`config.mk`:
```
export PLATFORM = sky130hd
export DESIGN_NAME = mbe_point
export DESIGN_NICKNAME = d
export VERILOG_FILES = /design/src/rtl/core/mbe_pkg.sv /design/src/rtl/core/mbe_point.sv
export SDC_FILE = /design/constraint.sdc
export NUM_CORES = 2
export LEC_CHECK = 0
export BUFFER_PORTS_ARGS = -buffer_cell sky130_fd_sc_hd__buf_2
export CELL_PAD_IN_SITES_DETAIL_PLACEMENT = 1
export CELL_PAD_IN_SITES_GLOBAL_PLACEMENT = 1
export CORE_ASPECT_RATIO = 1.5
export CORE_MARGIN = 5
export CORE_UTILIZATION = 49
export CTS_BUF_LIST = sky130_fd_sc_hd__clkbuf_8
export CTS_CLUSTER_DIAMETER = 30
export CTS_CLUSTER_SIZE = 28
export DETAILED_ROUTE_END_ITERATION = 8
export PLACE_DENSITY_LB_ADDON = 0.12
export SLEW_MARGIN = 20
export SYNTH_ARGS = -nofsm -noshare
export SYNTH_HDL_FRONTEND = slang
export SYNTH_SLANG_ARGS = --single-unit
```
`constraint.sdc`:
```
create_clock -name clk_i -period 4.1 [get_ports clk_i]
set_input_delay 0 -clock clk_i [delete_from_list [all_inputs] [get_ports clk_i]]
set_output_delay 0 -clock clk_i [all_outputs]
set_load 0.05 [all_outputs]
```
`src/rtl/core/mbe_pkg.sv`:
```
// Shared types, constants and helpers for the Mandelbrot escape-time unit.
// The point former, the iteration ring, the top level and the testbench use it.
// It depends on nothing else.
package mbe_pkg;

  // Fixed-point format and field widths.
  localparam int unsigned FracBits = 27;
  localparam int unsigned IdxW     = 12;
  localparam int unsigned WordW    = 32;
  localparam int unsigned LimW     = 16;
  localparam int unsigned CntW     = 17;
  localparam int unsigned RadW     = 31;
  localparam int unsigned ProdW    = 64;
  // Width of a shifted square term: a 63-bit magnitude shifted down by 26 or more bits.
  localparam int unsigned ShW      = 38;

  // Register indexes on the configuration port.
  localparam logic [2:0] RegOriginRe = 3'd0;
  localparam logic [2:0] RegOriginIm = 3'd1;
  localparam logic [2:0] RegStepRe   = 3'd2;
  localparam logic [2:0] RegStepIm   = 3'd3;
  localparam logic [2:0] RegLimit    = 3'd4;
  localparam logic [2:0] RegRadius   = 3'd5;

  // Reset values of the registers.
  localparam logic [31:0] RstOriginRe = 32'hF000_0000;
  localparam logic [31:0] RstOriginIm = 32'hF400_0000;
  localparam logic [31:0] RstStepRe   = 32'h0006_0000;
  localparam logic [31:0] RstStepIm   = 32'h0006_0000;
  localparam logic [15:0] RstLimit    = 16'd255;
  localparam logic [30:0] RstRadius   = 31'h2000_0000;

  // Saturation bounds for the signed 32-bit range.
  localparam logic signed [47:0] SatHi = 48'sd2147483647;
  localparam logic signed [47:0] SatLo = -48'sd2147483648;

  // Configuration as seen by the datapath.
  typedef struct packed {
    logic signed [WordW-1:0] origin_re;
    logic signed [WordW-1:0] origin_im;
    logic signed [WordW-1:0] step_re;
    logic signed [WordW-1:0] step_im;
    logic [LimW-1:0]         limit;
    logic [RadW-1:0]         radius;
  } cfg_t;

  // One pixel in flight.
  typedef struct packed {
    logic [IdxW-1:0]         col;
    logic [IdxW-1:0]         row;
    logic signed [WordW-1:0] c_re;
    logic signed [WordW-1:0] c_im;
    logic signed [WordW-1:0] x;
    logic signed [WordW-1:0] y;
    logic [CntW-1:0]         n;
    logic                    done;
    logic                    esc;
  } slot_t;

  // Clamp a wide signed value to the signed 32-bit range.
  function automatic logic signed [31:0] sat32(input logic signed [47:0] v);
    logic signed [31:0] r;
    if (v > SatHi) begin
      r = 32'sh7FFF_FFFF;
    end else if (v < SatLo) begin
      r = 32'sh8000_0000;
    end else begin
      r = v[31:0];
    end
    return r;
  endfunction

endpackage

```
`src/rtl/core/mbe_point.sv`:
```
// Point former: c = origin + index * step per axis, saturated, over two stages.
// Depends on mbe_pkg.
module mbe_point (
  input  logic                clk_i,
  input  logic                rst_ni,
  input  mbe_pkg::cfg_t       cfg_i,
  input  logic                in_valid_i,
  output logic                in_ready_o,
  input  logic [11:0]         in_col_i,
  input  logic [11:0]         in_row_i,
  output logic                pt_valid_o,
  input  logic                pt_take_i,
  output mbe_pkg::slot_t      pt_o
);

  logic                 e1_v_q;
  logic [11:0]          e1_col_q, e1_row_q;
  logic signed [44:0]   e1_pre_q, e1_pim_q;
  logic signed [44:0]   pre_d, pim_d;
  logic                 e2_v_q;
  mbe_pkg::slot_t       e2_q, e2_d;
  logic                 e2_free, e1_free;

  // Flow control: a stage moves on when the one after it is free.
  assign e2_free    = !e2_v_q || pt_take_i;
  assign e1_free    = !e1_v_q || e2_free;
  assign in_ready_o = e1_free;

  // First stage: index times step.
  assign pre_d = $signed({1'b0, in_col_i}) * cfg_i.step_re;
  assign pim_d = $signed({1'b0, in_row_i}) * cfg_i.step_im;

  always_ff @(posedge clk_i or negedge rst_ni) begin
    if (!rst_ni) begin
      e1_v_q <= 1'b0;
    end else if (e1_free) begin
      e1_v_q <= in_valid_i;
    end
  end

  always_ff @(posedge clk_i) begin
    if (e1_free && in_valid_i) begin
      e1_col_q <= in_col_i;
      e1_row_q <= in_row_i;
      e1_pre_q <= pre_d;
      e1_pim_q <= pim_d;
    end
  end

  // Second stage: add the origin, saturate, start the orbit at z = c.
  always_comb begin
    e2_d      = '0;
    e2_d.col  = e1_col_q;
    e2_d.row  = e1_row_q;
    e2_d.c_re = mbe_pkg::sat32({{3{e1_pre_q[44]}}, e1_pre_q}
                               + {{16{cfg_i.origin_re[31]}}, cfg_i.origin_re});
    e2_d.c_im = mbe_pkg::sat32({{3{e1_pim_q[44]}}, e1_pim_q}
                               + {{16{cfg_i.origin_im[31]}}, cfg_i.origin_im});
    e2_d.x    = e2_d.c_re;
    e2_d.y    = e2_d.c_im;
  end

  always_ff @(posedge clk_i or negedge rst_ni) begin
    if (!rst_ni) begin
      e2_v_q <= 1'b0;
    end else if (e2_free) begin
      e2_v_q <= e1_v_q;
    end
  end

  always_ff @(posedge clk_i) begin
    if (e2_free && e1_v_q) begin
      e2_q <= e2_d;
    end
  end

  assign pt_valid_o = e2_v_q;
  assign pt_o       = e2_q;

endmodule

```
; Yosys cells after proc, flatten, opt, wreduce, memory -nomap -nowiden
; Index checks and enable logic that the tools add are counted.
[classes]
reduce_logical = 6
add_sub_neg = 2
eq_ne = 0
n_mux = 2
bitwise_logic = 0
div_mod_pow = 0
multipliers = 2
order_cmp = 4
n_shift = 0
[op_table]
columns = op, count
row1 = $add A45 B32 Y46, 2
row2 = $gt A46 B32 Y1 const B, 2
row3 = $lt A46 B32 Y1 const B, 2
row4 = $mul A13 B32 Y45, 2
row5 = $mux W32, 2
row6 = $logic_and A1 B1 Y1, 2
row7 = $logic_not A1 Y1, 2
row8 = $logic_or A1 B1 Y1, 2
[word_totals]
output_inout_bits = 173
rom_bits = 0
mem_count = 0
ff_bits = 204
latch_bits = 0
elab_cells = 26
mem_bits_rw = 0

; Depth between registers and ports, before layout
[logic_depth]
ltp_word = 4
mapped_depth = 24
depth_no_buf = 23

; Worst setup path before layout
; OpenSTA, ideal clock, no wires.
[synth_timing]
path_type = in2reg
startpoint = input cfg_i[54] (netlist name)
endpoint = register e1_pim_q[43], data pin
setup_time_ns = 0.258
arrival_ns = 5.417
setup_slack_ns = -1.574
cell_stages = 23
path_cell_list = clkbuf_1 and2_1 fa_1 inv_1 fa_1 inv_1 fa_1 inv_1 fa_1 fa_1 inv_1 ha_1 a21o_1 a21o_1 a211oi_1 o21ai_0 a211oi_1 o21ai_0 a21oi_1 a31oi_1 a21o_1 a21oi_1 xnor2_1
[synth_between]
elab_chain_len = 1
[synth_rtl]
columns = item, line
row1 = from (decl), mbe_point.sv:6  ; input mbe_pkg::cfg_t cfg_i,
row2 = $mul A13 B32 Y45, mbe_point.sv:31  ; assign pim_d = $signed({1'b0, in_row_i}) * cfg_i.step_im;
row3 = net pim_d[43], mbe_point.sv:19  ; logic signed [44:0] pre_d, pim_d;
row4 = to (signal assigned), mbe_point.sv:46  ; e1_pim_q <= pim_d;
row5 = to (decl), mbe_point.sv:18  ; logic signed [44:0] e1_pre_q, e1_pim_q;
; The timed path passes the listed nets, and every way through them passes these cells.
; A chain may end at the register's enable or synchronous reset.

; Worst setup path in the final report
[layout_timing]
startpoint = input in_col_i[8]
endpoint = register e1_pre_q[41], data pin
[layout_between]
elab_chain_len = 1
[layout_rtl]
columns = item, line
row1 = from (decl), mbe_point.sv:9  ; input logic [11:0] in_col_i,
row2 = $mul A13 B32 Y45, mbe_point.sv:30  ; assign pre_d = $signed({1'b0, in_col_i}) * cfg_i.step_re;
row3 = net pre_d[41], mbe_point.sv:19
row4 = to (signal assigned), mbe_point.sv:45  ; e1_pre_q <= pre_d;
row5 = to (decl), mbe_point.sv:18
; The timed path passes the listed nets, and every way through them passes these cells.

==> metrics.yaml <==
slew_violations: 0
critPathLaunchType: "input pin"
crit_top_cell: "fa_1"
max_freq_mhz: 184.2
top_layer: "met5"
violations: "negative setup slack"
ys_ff_latch: 204
fin_ws_ns: -1.330
crit_path_start: "in_col_i[8]"
ys_warn_count: 0
async_reset_ff_share_pct: 0.9804
worstHoldStart: "cfg_i[154]"
cts_tree: "yes"
cp_num_cells: 22
grt_max_degree: 50
initial_core_util_pct: 49.19
worstMarginPinSlew_ns: 0.7933
cts_made_buffers: 45
critPathTopFamily: "adder cells"
cts_sinks: 204
critPathKind: "in2reg"
worst_hold_path_type: "in2reg"
gp_congestion: 0.8679
maxCapViolations: 0
cp_slowest_cell: "fa_1"
timing.rr.start: "e1_pre_q[11]$_DFFE_PP_"
antenna_found_initial: 16
synth.area.top_cells: "fa_1 (35%), edfxtp_1 (15%), ha_1 (9.2%), inv_1 (8.7%), and2_1 (5.6%)"
synth.distinct_cells: 89
io_pins: 376
period_share_pct: 132.4
setup_viol: 123
holdPathStages: 4
fin_nets: 6280
wl_met3_um: 6409
worst-path-buf-inv: 4
ys_seq_area_share_pct: 15.59
grt_setup_unrepaired: "yes"
synthToLayoutAreaGrowth_pct: 29.81
final_cell_mix: "inv_1 (870), fa_1 (654), buf_4 (544), nand2_1 (531), and2_1 (309)"
num_vias: 33650
routed_wl_um: 142200
drt_iter0_markers: 1539
cpPeakStageDelay_ns: 0.62
ant_nets: 0
grt_usage_pct: 30.43
met2_length_um: 78670
via_per_inst: 5.435
cp.required_ns: 4.49
grt_overflow: 0
syn_avg_cell_area_sq_um: 9.196
grt_pass1_wl_um: 206300
chipHeight_um: 356.6
cts_root_buffer: "clkbuf_8"
dp_hpwl_um: 100600
yosysTopAreaCell: "fa_1"
die_w_um: 241.1
wl_met1_um: 46870
die_area_sq_mm: 0.08596
portBuffers: 309
path_clk_slew_ns: 0.06
arrival_ns: 5.82
core_sq_mm: 0.07977
tns_ns: -56.11
layout_commonest_cell: "inv_1"
end_kind: "register"
outcome: "complete, but fails checks"
fin_skew_ns: 0.05317
synth.cell_area_sq_mm: 0.03924
hold_violations: 0
reg2reg_depth: 14
period_needed_ns: 5.430
slew_headroom_pct: 47.11
wl_per_cell_um: 22.97
clock_path_buffers: 3
synth-main-ff-cell: "edfxtp_1"
synth.top_cell.area_share_pct: 34.59
layout-drive-gt1-share_pct: 28.27
fp-row-count: 127
grt_pass1_vias: 39160
first_pass_iters: 7
path_cells: "buf_6, buf_4, and2_1, fa_1, inv_1, fa_1, inv_2, fa_1, fa_1, fa_1, ha_4, a21oi_4, o221ai_2, a21o_1, a31o_4, a221o_1, a221oi_4, o31ai_4, a21oi_2, nand4b_1, a32oi_2, xnor2_1"
synth_edf_count: 202
cts-htree-levels: 2
syn_inst: 4267
clk_latency_ns: 0.69
critPathMaxFanout: 9
drc: 0
[Yosys cell counts, types with 14 or more instances]
| cell type | instances |
|---|---|
| buf_4 | 87 |
| a211oi_1 | 24 |
| nand2_1 | 552 |
| xnor2_1 | 104 |
| o21ai_0 | 103 |
| o211ai_1 | 19 |
| nand2b_1 | 32 |
| a21oi_1 | 160 |
| ha_1 | 288 |
| a21o_1 | 80 |
| o22ai_2 | 30 |
| nor3_1 | 26 |
| and2_1 | 351 |
| o21bai_1 | 20 |
| edfxtp_1 | 202 |
| a31oi_1 | 21 |
| xor2_1 | 58 |
| fa_1 | 678 |
| and3_1 | 17 |
| nand4_1 | 14 |
| o21a_1 | 24 |
| clkbuf_1 | 157 |
| nor2_1 | 96 |
| nor2b_1 | 22 |
| nand3_1 | 31 |
| inv_1 | 913 |
[routing by layer]
metal	global-route usage (%)	up-vias
met5	0	-
met4	15.45	8
met3	3.108	512
met2	60.46	1048
met1	30.70	17240
li1	-	14840
[registers in the layout, summed over array words and instances, names as in the netlist]
signal      count
e1_col_q       12
pt_o           88
e1_v_q          1
e1_pre_q       45
e1_pim_q       45
pt_valid_o      1
e1_row_q       12
[layout make-up]
class	instances	area (sq um)
Multi-Input combinational cell	2912	30590
Fill cell	8906	28830
Timing Repair Buffer	1035	8504
Sequential cell	204	6116
Inverter	913	3430
Tap cell	1032	1291
Clock buffer	45	619.3
Clock inverter	37	350.3
Antenna cell	13	32.53
[tightest hold or removal path: stages]
cell and delay [ns]:
buf_2 0.08, ha_1 0.23, xor2_1 0.12, o21ai_2 0.14
[worst paths after layout]
check,slack [ns],end
max,-1.33,e1_pre_q[41]$_DFFE_PP_
min,0.009,pt_o[62]$_SDFFCE_PN1P_
max reg2reg,-0.49,pt_o[74]$_SDFFCE_PN1P_
min reg2reg,0.41,pt_o[164]$_DFFE_PP_
max in group asynchronous,3.72,pt_valid_o$_DFFE_PN0P_
min in group asynchronous,0.24,e1_v_q$_DFFE_PN0N_
[what timing repair did]
item	CTS	global route
endpoints found under the setup margin	121	127
hold endpoints to repair	70	0
setup buffers	63	56
pin swaps	195	233
hold buffers	67	0
gates cloned	15	5
resized for setup	326	249
[metrics by stage]
stage / util (%) / setup WS, ns / cells / hold WS, ns / instance area (sq um)
floorplan: - / -1.286 / 4285 / -0.2956 / 40040
global placement: 57.42 / -1.806 / 5923 / -0.2119 / 45800
detailed placement: 57.42 / -1.966 / 5923 / -0.2131 / 45800
CTS: 62.24 / -1.024 / 6136 / 0.0001065 / 49650
global route: 63.83 / -1.409 / 6183 / 0.01964 / 50920
finish: 63.85 / -1.330 / 6191 / 0.008782 / 50940
[cell families after synthesis]
logic type	synth area share [%]
simple gates	15.05
buf+inv	12.22
fa+ha+maj	43.77
compound gates	9.572
flops	15.59
xor+xnor	3.657
mux	0.1307
other cells	0.009557
Power is not shown: default switching activity piles up to over one toggle a cycle in this logic, so the estimate is an artifact.
